File: src/scsf_pkg.sv
// Shared types and constants for the serial camera snapshot fetcher.
package scsf_pkg;

    // Input beat commands
    localparam logic [1:0] CMD_START   = 2'd0;
    localparam logic [1:0] CMD_BYTE    = 2'd1;
    localparam logic [1:0] CMD_TIMEOUT = 2'd2;

    // Configuration register indexes
    localparam logic [2:0] CFG_RES   = 3'd0;
    localparam logic [2:0] CFG_UNC   = 3'd1;
    localparam logic [2:0] CFG_PTYPE = 3'd2;
    localparam logic [2:0] CFG_PSIZE = 3'd3;
    localparam logic [2:0] CFG_RETRY = 3'd4;

    // Phase codes
    localparam logic [2:0] PH_IDLE   = 3'd0;
    localparam logic [2:0] PH_SETUP0 = 3'd1;
    localparam logic [2:0] PH_SIZE   = 3'd6;
    localparam logic [2:0] PH_PACK   = 3'd7;

    // Final status codes
    localparam logic [1:0] ST_OK      = 2'd0;
    localparam logic [1:0] ST_NO_SIZE = 2'd1;
    localparam logic [1:0] ST_MISSED  = 2'd2;

    // Protocol bytes
    localparam logic [7:0] B_SYNC = 8'haa;
    localparam logic [7:0] B_DATA = 8'h0a;
    localparam logic [7:0] B_ACK  = 8'h0e;
    localparam logic [7:0] B_END  = 8'hf0;

    typedef struct packed {
        logic [1:0] cmd;
        logic [7:0] rx_byte;
    } t_in_beat;

    typedef struct packed {
        logic        tx_valid;
        logic [7:0]  tx_byte;
        logic        payload_valid;
        logic [7:0]  payload_byte;
        logic        package_end;
        logic        package_good;
        logic [15:0] package_number;
        logic        done_res;
        logic [1:0]  status;
        logic [23:0] picture_bytes;
        logic        last;
    } t_out_beat;

    typedef struct packed {
        logic [2:0] resolution_code;
        logic       uncompressed_mode;
        logic [7:0] picture_type;
        logic [9:0] package_size;
        logic [3:0] retry_limit;
    } t_cfg;

    typedef logic [5:0][7:0] t_cmd6;

    // Results caused by one input beat: optional head, six-byte command, final status
    typedef struct packed {
        logic        head_en;
        logic        head_pv;
        logic [7:0]  head_pb;
        logic        head_end;
        logic        head_good;
        logic [15:0] head_num;
        logic        tx_en;
        t_cmd6       tx_bytes;
        logic [15:0] tx_num;
        logic        fin_en;
        logic [1:0]  fin_status;
        logic [23:0] pic;
    } t_burst;

    // Set-up command k, byte 0 first
    function automatic t_cmd6 setup_cmd(input logic [2:0] k, input t_cfg cfg,
                                        input logic [9:0] size);
        t_cmd6 c;
        c[0] = B_SYNC;
        case (k)
            3'd0: begin
                c[1] = 8'h01; c[2] = 8'h00; c[3] = 8'h07; c[4] = 8'h07;
                c[5] = {5'd0, cfg.resolution_code};
            end
            3'd1: begin
                c[1] = 8'h07; c[2] = 8'h00; c[3] = 8'h01; c[4] = 8'h00; c[5] = 8'h00;
            end
            3'd2: begin
                c[1] = 8'h06; c[2] = 8'h08; c[3] = size[7:0]; c[4] = {6'd0, size[9:8]};
                c[5] = 8'h00;
            end
            3'd3: begin
                c[1] = 8'h05; c[2] = {7'd0, cfg.uncompressed_mode}; c[3] = 8'h00;
                c[4] = 8'h00; c[5] = 8'h00;
            end
            default: begin
                c[1] = 8'h04; c[2] = cfg.picture_type; c[3] = 8'h00; c[4] = 8'h00;
                c[5] = 8'h00;
            end
        endcase
        return c;
    endfunction

    function automatic t_cmd6 request_cmd(input logic [7:0] lo, input logic [7:0] hi);
        t_cmd6 c;
        c[0] = B_SYNC; c[1] = B_ACK; c[2] = 8'h00; c[3] = 8'h00; c[4] = lo; c[5] = hi;
        return c;
    endfunction

endpackage

File: src/scsf_engine.sv
// Download state machine: updates state per input beat and builds its result burst.
module scsf_engine import scsf_pkg::*; #(
    parameter int MAX_PACKAGE = 512
) (
    input  logic     i_clk,
    input  logic     i_rst_n,
    input  logic     i_take,
    input  t_in_beat i_beat,
    input  t_cfg     i_cfg,
    output t_burst   o_burst,
    output logic     o_any
);
    localparam logic [9:0] MaxSz = 10'(MAX_PACKAGE);
    localparam logic [9:0] MinSz = 10'd8;

    logic [2:0]  r_phase, n_phase;
    logic [9:0]  r_rx, n_rx;
    logic [7:0]  r_sum, n_sum;
    logic [7:0]  r_lag0, n_lag0, r_lag1, n_lag1;
    logic [23:0] r_pic, n_pic;
    logic [15:0] r_idx, n_idx;
    logic [31:0] r_pay, n_pay, r_rec, n_rec;
    logic [3:0]  r_ret, n_ret;
    logic [7:0]  r_reply [6];
    logic        reply_we;
    logic [2:0]  reply_wa;

    logic [9:0]  eff_size;
    logic [3:0]  eff_lim;
    logic        do_close, good;
    logic [9:0]  cl_n, cnt;
    logic [7:0]  cl_sum, cl_lag;
    logic [31:0] pay_new, rec_new, expect_total;
    logic [15:0] idx_new;
    logic [2:0]  k;
    t_burst      d;

    always_comb begin
        eff_size = i_cfg.package_size;
        if (eff_size < MinSz) eff_size = MinSz;
        if (eff_size > MaxSz) eff_size = MaxSz;
        eff_lim = (i_cfg.retry_limit == 4'd0) ? 4'd1 : i_cfg.retry_limit;
    end

    // Next state and burst for the accepted beat
    always_comb begin
        n_phase = r_phase; n_rx = r_rx; n_sum = r_sum; n_lag0 = r_lag0; n_lag1 = r_lag1;
        n_pic = r_pic; n_idx = r_idx; n_pay = r_pay; n_rec = r_rec; n_ret = r_ret;
        reply_we = 1'b0; reply_wa = r_rx[2:0];
        do_close = 1'b0; cl_n = r_rx; cl_sum = r_sum; cl_lag = r_lag1;
        good = 1'b0; pay_new = '0; rec_new = '0; idx_new = '0; expect_total = '0;
        k = r_phase - PH_SETUP0;
        cnt = r_rx + 10'd1;
        d = '0;
        case (i_beat.cmd)
            CMD_START: begin
                n_rx = '0; n_sum = '0; n_lag0 = '0; n_lag1 = '0;
                n_pic = '0; n_idx = '0; n_pay = '0; n_rec = '0; n_ret = eff_lim;
                n_phase = PH_SETUP0;
                d.tx_en = 1'b1; d.tx_bytes = setup_cmd(3'd0, i_cfg, eff_size);
            end
            CMD_BYTE: begin
                if (r_phase >= PH_SETUP0 && r_phase <= PH_SIZE) begin
                    reply_we = (r_rx < 10'd6);
                    n_rx = cnt;
                    if (cnt >= 10'd6) begin
                        n_rx = '0;
                        if (r_phase == PH_SIZE) begin
                            if (r_reply[0] == B_SYNC && r_reply[1] == B_DATA) begin
                                n_pic = {i_beat.rx_byte, r_reply[4], r_reply[3]};
                                n_phase = PH_PACK;
                                n_sum = '0; n_lag0 = '0; n_lag1 = '0;
                                d.tx_en = 1'b1;
                                d.tx_bytes = request_cmd(r_idx[7:0], r_idx[15:8]);
                            end else begin
                                d.fin_en = 1'b1; d.fin_status = ST_NO_SIZE;
                                n_phase = PH_IDLE;
                            end
                        end else if (k >= 3'd4) begin
                            n_phase = PH_SIZE;
                        end else begin
                            n_phase = r_phase + 3'd1;
                            d.tx_en = 1'b1;
                            d.tx_bytes = setup_cmd(k + 3'd1, i_cfg, eff_size);
                        end
                    end
                end else if (r_phase == PH_PACK) begin
                    // payload leaves two bytes behind arrival
                    if (r_rx >= 10'd2) begin
                        n_sum = r_sum + r_lag1;
                        if (r_rx >= 10'd6) begin
                            d.head_en = 1'b1; d.head_pv = 1'b1; d.head_pb = r_lag1;
                            d.head_num = r_idx;
                        end
                    end
                    n_lag1 = r_lag0; n_lag0 = i_beat.rx_byte; n_rx = cnt;
                    if (cnt >= eff_size) begin
                        do_close = 1'b1; cl_n = cnt; cl_sum = n_sum; cl_lag = r_lag0;
                    end
                end
            end
            CMD_TIMEOUT: begin
                if (r_phase >= PH_SETUP0 && r_phase < PH_SIZE) begin
                    n_rx = '0;
                    if (k >= 3'd4) begin
                        n_phase = PH_SIZE;
                    end else begin
                        n_phase = r_phase + 3'd1;
                        d.tx_en = 1'b1;
                        d.tx_bytes = setup_cmd(k + 3'd1, i_cfg, eff_size);
                    end
                end else if (r_phase == PH_SIZE) begin
                    n_rx = '0; n_phase = PH_IDLE;
                    d.fin_en = 1'b1; d.fin_status = ST_NO_SIZE;
                end else if (r_phase == PH_PACK) begin
                    do_close = 1'b1;
                end
            end
            default: begin
            end
        endcase

        // Package close: verify, then request next, end, retry the same package, or give up
        if (do_close) begin
            good = (cl_n >= 10'd6) && (cl_n <= MaxSz) && (cl_sum == cl_lag);
            d.head_en = 1'b1; d.head_end = 1'b1; d.head_good = good; d.head_num = r_idx;
            n_rx = '0; n_sum = '0; n_lag0 = '0; n_lag1 = '0;
            if (good) begin
                idx_new = r_idx + 16'd1;
                rec_new = r_rec + 32'(cl_n);
                pay_new = r_pay + 32'(eff_size - 10'd6);
                expect_total = 32'(r_pic) + {14'd0, idx_new, 2'b00} + {15'd0, idx_new, 1'b0};
                n_idx = idx_new; n_rec = rec_new; n_pay = pay_new; n_ret = eff_lim;
                d.tx_en = 1'b1;
                if (pay_new >= 32'(r_pic)) begin
                    d.tx_bytes = request_cmd(B_END, B_END);
                    d.fin_en = 1'b1;
                    d.fin_status = (rec_new == expect_total) ? ST_OK : ST_MISSED;
                    n_phase = PH_IDLE;
                end else begin
                    d.tx_bytes = request_cmd(idx_new[7:0], idx_new[15:8]);
                end
            end else begin
                n_ret = r_ret - 4'd1;
                if (n_ret == 4'd0) begin
                    d.fin_en = 1'b1; d.fin_status = ST_MISSED; n_phase = PH_IDLE;
                end else begin
                    d.tx_en = 1'b1;
                    d.tx_bytes = request_cmd(r_idx[7:0], r_idx[15:8]);
                end
            end
        end
        d.tx_num = n_idx;
        d.pic = n_pic;
    end

    assign o_burst = d;
    assign o_any   = d.head_en | d.tx_en | d.fin_en;

    always_ff @(posedge i_clk) begin
        if (!i_rst_n) begin
            r_phase <= PH_IDLE; r_rx <= '0; r_sum <= '0; r_lag0 <= '0; r_lag1 <= '0;
            r_pic <= '0; r_idx <= '0; r_pay <= '0; r_rec <= '0; r_ret <= 4'd5;
        end else if (i_take) begin
            r_phase <= n_phase; r_rx <= n_rx; r_sum <= n_sum; r_lag0 <= n_lag0;
            r_lag1 <= n_lag1; r_pic <= n_pic; r_idx <= n_idx; r_pay <= n_pay;
            r_rec <= n_rec; r_ret <= n_ret;
        end
    end

    // Reply capture
    always_ff @(posedge i_clk) begin
        if (i_take && reply_we) r_reply[reply_wa] <= i_beat.rx_byte;
    end
endmodule

File: src/scsf_serializer.sv
// Holds one result burst and hands it out one beat per cycle while i_out_ready is high.
module scsf_serializer import scsf_pkg::*; (
    input  logic      i_clk,
    input  logic      i_rst_n,
    input  logic      i_load,
    input  t_burst    i_burst,
    input  logic      i_out_ready,
    output logic      o_out_valid,
    output t_out_beat o_out_data,
    output logic      o_free
);
    t_burst     r_b;
    logic       r_busy;
    logic [2:0] r_pos;
    logic [2:0] slot;
    logic [3:0] total;
    logic       is_last, take;
    t_out_beat  o;

    always_comb begin
        slot  = r_pos - {2'd0, r_b.head_en};
        total = {3'd0, r_b.head_en} + (r_b.tx_en ? 4'd6 : 4'd0) + {3'd0, r_b.fin_en};
        is_last = ({1'b0, r_pos} + 4'd1) == total;
        o = '0;
        o.picture_bytes = r_b.pic;
        if (r_b.head_en && r_pos == 3'd0) begin
            o.payload_valid = r_b.head_pv; o.payload_byte = r_b.head_pb;
            o.package_end = r_b.head_end; o.package_good = r_b.head_good;
            o.package_number = r_b.head_num;
        end else if (r_b.tx_en && slot < 3'd6) begin
            o.tx_valid = 1'b1; o.tx_byte = r_b.tx_bytes[slot];
            o.package_number = r_b.tx_num;
        end else begin
            o.done_res = 1'b1; o.status = r_b.fin_status; o.package_number = r_b.tx_num;
        end
        o.last = is_last;
    end

    assign o_out_valid = r_busy;
    assign o_out_data  = o;
    assign take        = r_busy && i_out_ready;
    assign o_free      = !r_busy || (take && is_last);

    always_ff @(posedge i_clk) begin
        if (!i_rst_n) begin
            r_busy <= 1'b0; r_pos <= '0;
        end else if (i_load) begin
            r_busy <= 1'b1; r_pos <= '0;
        end else if (take) begin
            r_busy <= !is_last; r_pos <= r_pos + 3'd1;
        end
    end

    always_ff @(posedge i_clk) begin
        if (i_load) r_b <= i_burst;
    end
endmodule

File: src/serial_camera_snapshot_fetcher_core.sv
// Top level: configuration registers, download engine and result serializer.
// Latency: results of a beat start the cycle after it is accepted.
// Throughput: one result per cycle while i_out_ready is high; a beat makes 0 to 8 results,
//   so an input beat is taken only once the serializer is free or hands out its last result.
// Reset: synchronous active low; idle phase, counters cleared, config to defaults.
module serial_camera_snapshot_fetcher_core import scsf_pkg::*; #(
    parameter int MAX_PACKAGE = 512
) (
    input  logic      i_clk,
    input  logic      i_rst_n,
    input  logic      i_in_valid,
    output logic      o_in_ready,
    input  t_in_beat  i_in_data,
    output logic      o_out_valid,
    input  logic      i_out_ready,
    output t_out_beat o_out_data,
    input  logic      i_cfg_valid,
    output logic      o_cfg_ready,
    input  logic [2:0] i_cfg_index,
    input  logic [9:0] i_cfg_data
);
    t_cfg   r_cfg;
    t_burst burst;
    logic   any, free, take;

    assign o_cfg_ready = 1'b1;

    // Configuration writes
    always_ff @(posedge i_clk) begin
        if (!i_rst_n) begin
            r_cfg.resolution_code   <= 3'd7;
            r_cfg.uncompressed_mode <= 1'b0;
            r_cfg.picture_type      <= 8'd1;
            r_cfg.package_size      <= 10'd512;
            r_cfg.retry_limit       <= 4'd5;
        end else if (i_cfg_valid) begin
            case (i_cfg_index)
                CFG_RES:   r_cfg.resolution_code   <= i_cfg_data[2:0];
                CFG_UNC:   r_cfg.uncompressed_mode <= i_cfg_data[0];
                CFG_PTYPE: r_cfg.picture_type      <= i_cfg_data[7:0];
                CFG_PSIZE: r_cfg.package_size      <= i_cfg_data;
                CFG_RETRY: r_cfg.retry_limit       <= i_cfg_data[3:0];
                default: begin
                end
            endcase
        end
    end

    assign o_in_ready = free;
    assign take       = i_in_valid && free;

    scsf_engine #(.MAX_PACKAGE(MAX_PACKAGE)) u_engine (
        .i_clk(i_clk), .i_rst_n(i_rst_n), .i_take(take), .i_beat(i_in_data),
        .i_cfg(r_cfg), .o_burst(burst), .o_any(any)
    );

    scsf_serializer u_ser (
        .i_clk(i_clk), .i_rst_n(i_rst_n), .i_load(take && any), .i_burst(burst),
        .i_out_ready(i_out_ready), .o_out_valid(o_out_valid), .o_out_data(o_out_data),
        .o_free(free)
    );

    // Final status always closes a burst
    a_done_last: assert property (@(posedge i_clk) disable iff (!i_rst_n)
        o_out_valid && o_out_data.done_res |-> o_out_data.last)
        else $error("done result not last");

    // A beat never carries both a command byte and a payload byte
    a_one_kind: assert property (@(posedge i_clk) disable iff (!i_rst_n)
        o_out_valid |-> !(o_out_data.tx_valid && o_out_data.payload_valid))
        else $error("mixed result beat");

    // Input stalls only behind pending results
    a_stall: assert property (@(posedge i_clk) disable iff (!i_rst_n)
        !o_in_ready |-> o_out_valid)
        else $error("input stalled with no pending results");
endmodule
File: config.mk
export PLATFORM = sky130hd
export DESIGN_NAME = serial_camera_snapshot_fetcher_core
export DESIGN_NICKNAME = d
export VERILOG_FILES = /design/src/scsf_pkg.sv /design/src/scsf_engine.sv /design/src/scsf_serializer.sv /design/src/serial_camera_snapshot_fetcher_core.sv
export SDC_FILE = /design/constraint.sdc
export NUM_CORES = 1
export LEC_CHECK = 0
export ABC_AREA = 1
export BUFFER_PORTS_ARGS = -buffer_cell sky130_fd_sc_hd__buf_2
export CORE_UTILIZATION = 55
export DETAILED_ROUTE_END_ITERATION = 8
export PLACE_DENSITY = 0.72
export SYNTH_ARGS = -nofsm -noshare
export SYNTH_HDL_FRONTEND = slang
export SYNTH_SLANG_ARGS = --single-unit
File: constraint.sdc
create_clock -name i_clk -period 12.2 [get_ports i_clk]
set_input_delay 1.22 -clock i_clk [delete_from_list [all_inputs] [get_ports i_clk]]
set_output_delay 1.22 -clock i_clk [all_outputs]
set_load 0.02 [all_outputs]
---- Word level (Yosys, flattened, before mapping) ----
Memory sizes are Yosys's and may differ from the RTL's.
Index checks and enable logic that the tools add are counted.
word-level totals
  flip-flop bits (word level) ............. 295
  bits in writable memories ............... 48
  input bits .............................. 28
  output and inout port bits .............. 67
  logic and storage cells ................. 256
  memories kept ........................... 1
memory list
  name              depth  width  rd ports  clocked after memory_dff  write ports  line               RTL
  u_engine.r_reply  6      8      4         0                         1            scsf_engine.sv:24  logic [7:0] r_reply [6];
cells by class
  add/subtract/negate cells ............... 17
  order comparisons ....................... 16
  eq/ne operators ......................... 21
  multiplexer cells ....................... 124
  bitwise gates (word level) .............. 7
  reduce and logical (&&, ||, !) cells .... 36
operators with widths
  cell                                                   number
  two-way mux 49 bit                                     8
  two-way mux 32 bit                                     6
  two-way mux 8 bit                                      22
  two-way mux 10 bit                                     17
  one-hot mux 49 bit (3 select lines)                    1
  two-way mux 16 bit                                     9
  one-hot mux 35 bit (4 select lines)                    1
  two-way mux 24 bit                                     4
  two-way mux 3 bit                                      24
  two-way mux 67 bit                                     1
  two-way mux 48 bit                                     1
  one-hot mux 24 bit (2 select lines)                    1
  one-hot mux 8 bit (2 select lines)                     3
  adder 32 x 10 -> 32 bit                                1
  adder 32 x 17 -> 32 bit                                1
  adder 32 bit                                           1
  == test 32 bit                                         1
  >= comparator 32 x 24 -> 1 bit                         1
  >= comparator 10 x 3 -> 1 bit (second input constant)  3
  one-hot mux 10 bit (3 select lines)                    1
  adder 24 x 18 -> 25 bit                                1
  binary-select mux 8 bit (select 3 bit)                 1
  two-way mux 9 bit                                      2
  adder 16 x 1 -> 16 bit (second input constant)         1
  56 further kinds                                       109

---- Longest topological paths before layout ----
  depth in word-level cells ............... 18
  gate-level depth with buffers ........... 44
  gate-level depth less buffers ........... 43

---- Cells and area by module ----
Synthesis repeated with hierarchy kept, for this count alone.
unflattened totals
  cells, all modules ...................... 3118
  area, all modules ....................... 22685.5 µm²
modules (own cells, without submodules)
  module                               instances  cells an instance  area each (µm²)  sequential area each (µm²)
  scsf_engine                          1          2568               16589.7          3863.7
  scsf_serializer                      1          386                4988.5           3683.5
  serial_camera_snapshot_fetcher_core  1          164                1107.3           520.5

---- Least setup slack after synthesis ----
No wires, ideal clock.
  kind .................................... flip-flop to flip-flop
  from .................................... reg u_engine.r_rx[0]
  to ...................................... reg u_ser.r_b (netlist bit u_ser.o_out_data[10]) (enable)
  setup time .............................. 0.461 ns
  arrival ................................. 5.276 ns
  required time ........................... 11.739 ns
  path slack .............................. 6.463 ns
  stages on the path, launching flop included .. 22
  buffers on the path ..................... 3
  period minus slack after synthesis ...... 5.737 ns
  cells stage by stage .................... dfxtp_1 inv_1 nor2_1 nand2_1 nor3_1 xor2_1 inv_1 ha_1 nand2_1 nor2_1 o211ai_1 nand4_1 nand2_1 buf_6 o31ai_1 and2_1 buf_2 inv_1 buf_2 nand4_1 nand2_1 inv_1
between the ends
  cells in the longest elaborated chain, start to end .. 14
  elaborated cells on any way between the ends .. 49
  those cells by class .................... add/sub (1); order compare (6); eq/ne (1); mux (36); bitwise (2); reduce/logical (3)
ends and longest elaborated chain
  what                                                                   line                                       RTL
  start, declared                                                        scsf_engine.sv:17                          logic [9:0] r_rx, n_rx;
  start signal, assigned                                                 scsf_engine.sv:165                         r_phase <= n_phase; r_rx <= n_rx; r_sum <= n_sum; r_lag0 <= n_lag0;
  adder 10 x 1 -> 10 bit                                                 scsf_engine.sv:53                          cnt = r_rx + 10'd1;
  >= comparator 10 bit                                                   scsf_engine.sv:97                          if (cnt >= eff_size) begin
  two-way mux 10 bit                                                     scsf_engine.sv:97
  two-way mux 10 bit                                                     scsf_engine.sv:87                          end else if (r_phase == PH_PACK) begin
  two-way mux 10 bit                                                     scsf_engine.sv:63                          if (r_phase >= PH_SETUP0 && r_phase <= PH_SIZE) begin
  two-way mux 10 bit                                                     scsf_engine.sv:55                          case (i_beat.cmd)
  >= comparator 10 x 3 -> 1 bit or <= comparator 10 bit (tied branches)  scsf_engine.sv:125                         good = (cl_n >= 10'd6) && (cl_n <= MaxSz) && (cl_sum == cl_lag);
  logical AND 1 bit (2 in series)                                        scsf_engine.sv:125
  two-way mux 49 bit                                                     scsf_engine.sv:128                         if (good) begin
  two-way mux 67 bit                                                     scsf_engine.sv:124                         if (do_close) begin
  OR 1 bit                                                               scsf_engine.sv:158                         assign o_any = d.head_en | d.tx_en | d.fin_en;
  OR 1 bit (*)                                                           scsf_engine.sv:158
  logical AND 1 bit (*)                                                  serial_camera_snapshot_fetcher_core.sv:58  .i_clk(i_clk), .i_rst_n(i_rst_n), .i_load(take && any), .i_burst(burst),
  via u_ser.i_load                                                       scsf_serializer.sv:5                       input logic i_load,
  end signal, assigned                                                   scsf_serializer.sv:55                      if (i_load) r_b <= i_burst;
  end, declared                                                          scsf_serializer.sv:12                      t_burst r_b;
The timed path passes the listed nets; every way through them passes the cells marked *.
A chain may end at the register's enable or synchronous reset.

==> metrics.json <==
{
  "clocking": {
    "clockBufferDepth": 3,
    "root_buffer": "clkbuf_16",
    "cts_repair_resize_count": 0,
    "cts-buffers-inserted": 37,
    "htreeDepth": 2,
    "cts.hold.buffers_added": 0,
    "sinks_on_the_clock_net": 315,
    "clock_tree_from_tritoncts": "built",
    "post-cts-setup-buffers": 0,
    "worst_skew_pair.late_latency_ns": 0.59,
    "clkTransAtPathRegs_ns": 0.06
  },
  "worst_setup_path": {
    "setup.worst_path.start_class": "flop",
    "crit_start": "r_cfg[13]",
    "worst-path-max-fanout": 58,
    "critPathCaptureType": "flop",
    "crit_path_slowest_cell": "inv_2",
    "worst_ep_arrival_time_ns": 8.02,
    "worst_ep_required_time_ns": 12.60,
    "max_stage_delay_ns": 1.10,
    "crit-reg2reg-launch": "r_cfg[13]",
    "critPathKind": "reg2reg",
    "worst_reg2reg_path_length_in_cells": 26
  },
  "timing": {
    "worst_slew_margin_rel": 0.273,
    "final_setup_violating_endpoints": 0,
    "fin_worst_skew_ns": 0.0353,
    "whs_ns": 0.457,
    "finalWorstSetupSlack_ns": 4.58,
    "report.final.slew_viol_count": 0,
    "max_freq_mhz": 131,
    "final.setup.tns_ns": 0,
    "tightest_slew_ns": 1.09,
    "grt_setup_unrepaired": "false",
    "period_minus_slack_ns": 7.62,
    "hold_violations": 0,
    "post-route-period-util": 0.625
  },
  "yosys": {
    "synthArstFlopShare": 0,
    "synth_top_cells_by_count": "996 x nand2_1, 524 x inv_1, 428 x nor2_1",
    "yosysTopAreaCell": "edfxtp_1",
    "ys_seq_elements": 315,
    "post_synth_num_cell_types": 53,
    "ys_warn_count": 0,
    "post_synth_inst_count": 3682,
    "dominantRegCellSynth": "dfxtp_1",
    "number_of_enable_type_register_cells_in_the_synthesized_netlist": 140,
    "post_synth_main_area_contributors": "edfxtp_1 18%, nand2_1 16%, dfxtp_1 15%",
    "netlist_area_before_placement_um2": 24000,
    "netlist.area_leader.share": 0.175,
    "yosys.cell_count.top_type": "nand2_1",
    "synth_sequential_area_ratio": 0.321,
    "syn_area_per_cell_um2": 6.52
  },
  "place": {
    "place_worst_setup_slack_ns": 4.75,
    "gp_congestion": 0.977,
    "detailed_place_hpwl_um": 53700,
    "numPlacedInstances": 4252,
    "placed_area_um2": 24700,
    "buffers_on_ports": 93
  },
  "flow_run": {
    "maxCapViolations": 0
  },
  "drt": {
    "finalWirelength_um": 72100,
    "detail-route-antenna-nets": 0,
    "vias": 23600,
    "firstDrtPassIters": 6,
    "routedWlPerCell_um": 16.7,
    "vias_per_cell": 5.46,
    "route.detailed.drc": 0,
    "drtIter0Drc": 2031
  },
  "floorplan": {
    "die_h_um": 211,
    "core.rowCount": 76,
    "start_util": 0.558,
    "floorplan.die_area_um2": 44500,
    "num_io_pins": 95,
    "dieWidth_um": 211,
    "core_area_um2": 43100
  },
  "finish": {
    "layout-drive-gt1-share": 0.0535,
    "layout.cell_area.non_filler_um2": 26100,
    "layout.nets": 3881,
    "instances_no_fill": 4320,
    "finish.utilization": 0.605,
    "number_of_antenna_cells_inserted": 0,
    "area.growth.synth_to_final_pct": 8.55
  },
  "global_routing": {
    "grt-ovfl-total": 0,
    "globalRouteTotalUtil": 0.323,
    "antenna_violations_before_repair": 0,
    "grt_max_degree": 69,
    "grt_first_pass_wirelength_um": 114000,
    "grt_pass1_vias": 21500
  },
  "hold_path": {
    "holdCritPathClass": "reg2reg",
    "worstHoldStart": "r_cfg[14]",
    "timing.hold.worst_path_depth": 2
  },
  "power_and_ir_drop": {
    "power_switching_mw": 1.12,
    "seqPwrFrac": 0.362,
    "power_density_nw_per_um2": 127,
    "comb_power_share": 0.251,
    "switching_share": 0.336,
    "finalPower_mw": 3.32,
    "cellLeakagePower_nw": 12.8,
    "internal-power_mw": 2.20,
    "vdd.ir_drop.worst_uv": 123,
    "power_frac_clock": 0.386
  },
  "outcome": {
    "result_of_the_run": "completed"
  }
}
flip-flops by register name (all words and copies together), names as in the netlist:
signal	cells
u_engine.r_phase	3
u_engine.r_lag1	8
u_engine.r_pic	24
u_engine.r_idx	16
u_engine.r_lag0	8
u_ser.o_out_data	24
u_ser.r_b	84
u_engine.r_ret	4
u_ser.r_pos	3
u_ser.o_out_valid	1
u_engine.r_rec	32
u_engine.r_sum	8
u_engine.r_reply	32
u_engine.r_pay	32
u_engine.r_rx	10
r_cfg	26
power groups by stage:
| stage | Sequential (mW) | Combinational [mW] | Clock (mW) |
|---|---|---|---|
| global route | 1.21 | 0.931 | 1.33 |
| finish | 1.20 | 0.834 | 1.28 |
| CTS | 1.20 | 0.816 | 1.30 |
| floorplan | 1.21 | 0.617 | 0 |
| detailed placement | 1.22 | 0.810 | 0 |
| global placement | 1.22 | 0.804 | 0 |
kinds of logic (layout without fill, tap and decap cells):
group           after synthesis  in the layout  synth area share
simple gates               1950           1950             0.340
buf+inv                     677            710             0.114
compound gates              498            498             0.112
flops                       315            315             0.321
fa+ha+maj                   147            147            0.0781
xor+xnor                     93             93            0.0339
other cells                   2             22          0.000313
critical path, delay by kind of cell, from the launching register on:
| family | cells | cell delay (ns) |
|---|---|---|
| fa+ha+maj | 1 | 0.32 |
| flops | 1 | 0.41 |
| compound gates | 3 | 0.61 |
| simple gates | 14 | 3.36 |
| buf+inv | 8 | 2.58 |
routing by layer:
layer	GRT usage	vias to the layer above	routed length, um
met3	0.0336	146	4890
met5	0	-	0
met2	0.528	831	32300
met1	0.442	10700	32400
met4	0.119	0	2440
li1	-	11900	-
final timing paths:
kind / slack, ns / end
max: 4.58 / u_ser.r_b[86]
min: 0.46 / r_cfg[14]
max reg2reg: 4.58 / u_ser.r_b[86]
min reg2reg: 0.46 / r_cfg[14]
final cells by class:
| cell class | count | area [um^2] |
|---|---|---|
| multi-input combinational | 2710 | 13600 |
| tap | 585 | 732 |
| timing repair buffer | 112 | 608 |
| clock buffer | 41 | 962 |
| clock inverter | 27 | 425 |
| sequential | 315 | 7710 |
| fill | 4146 | 17000 |
| inverter | 530 | 2000 |
placed cells by master, fill, tap and decap left out, types with 70 or more instances in the layout:
cell type / instances
nand2_1: 995
inv_1: 523
nor2_1: 428
nand3_1: 366
a21oi_1: 225
o21ai_0: 176
dfxtp_1: 175
ha_1: 142
edfxtp_1: 140
buf_2: 93
xor2_1: 70
Note: power is estimated with default switching activity, not from simulation.
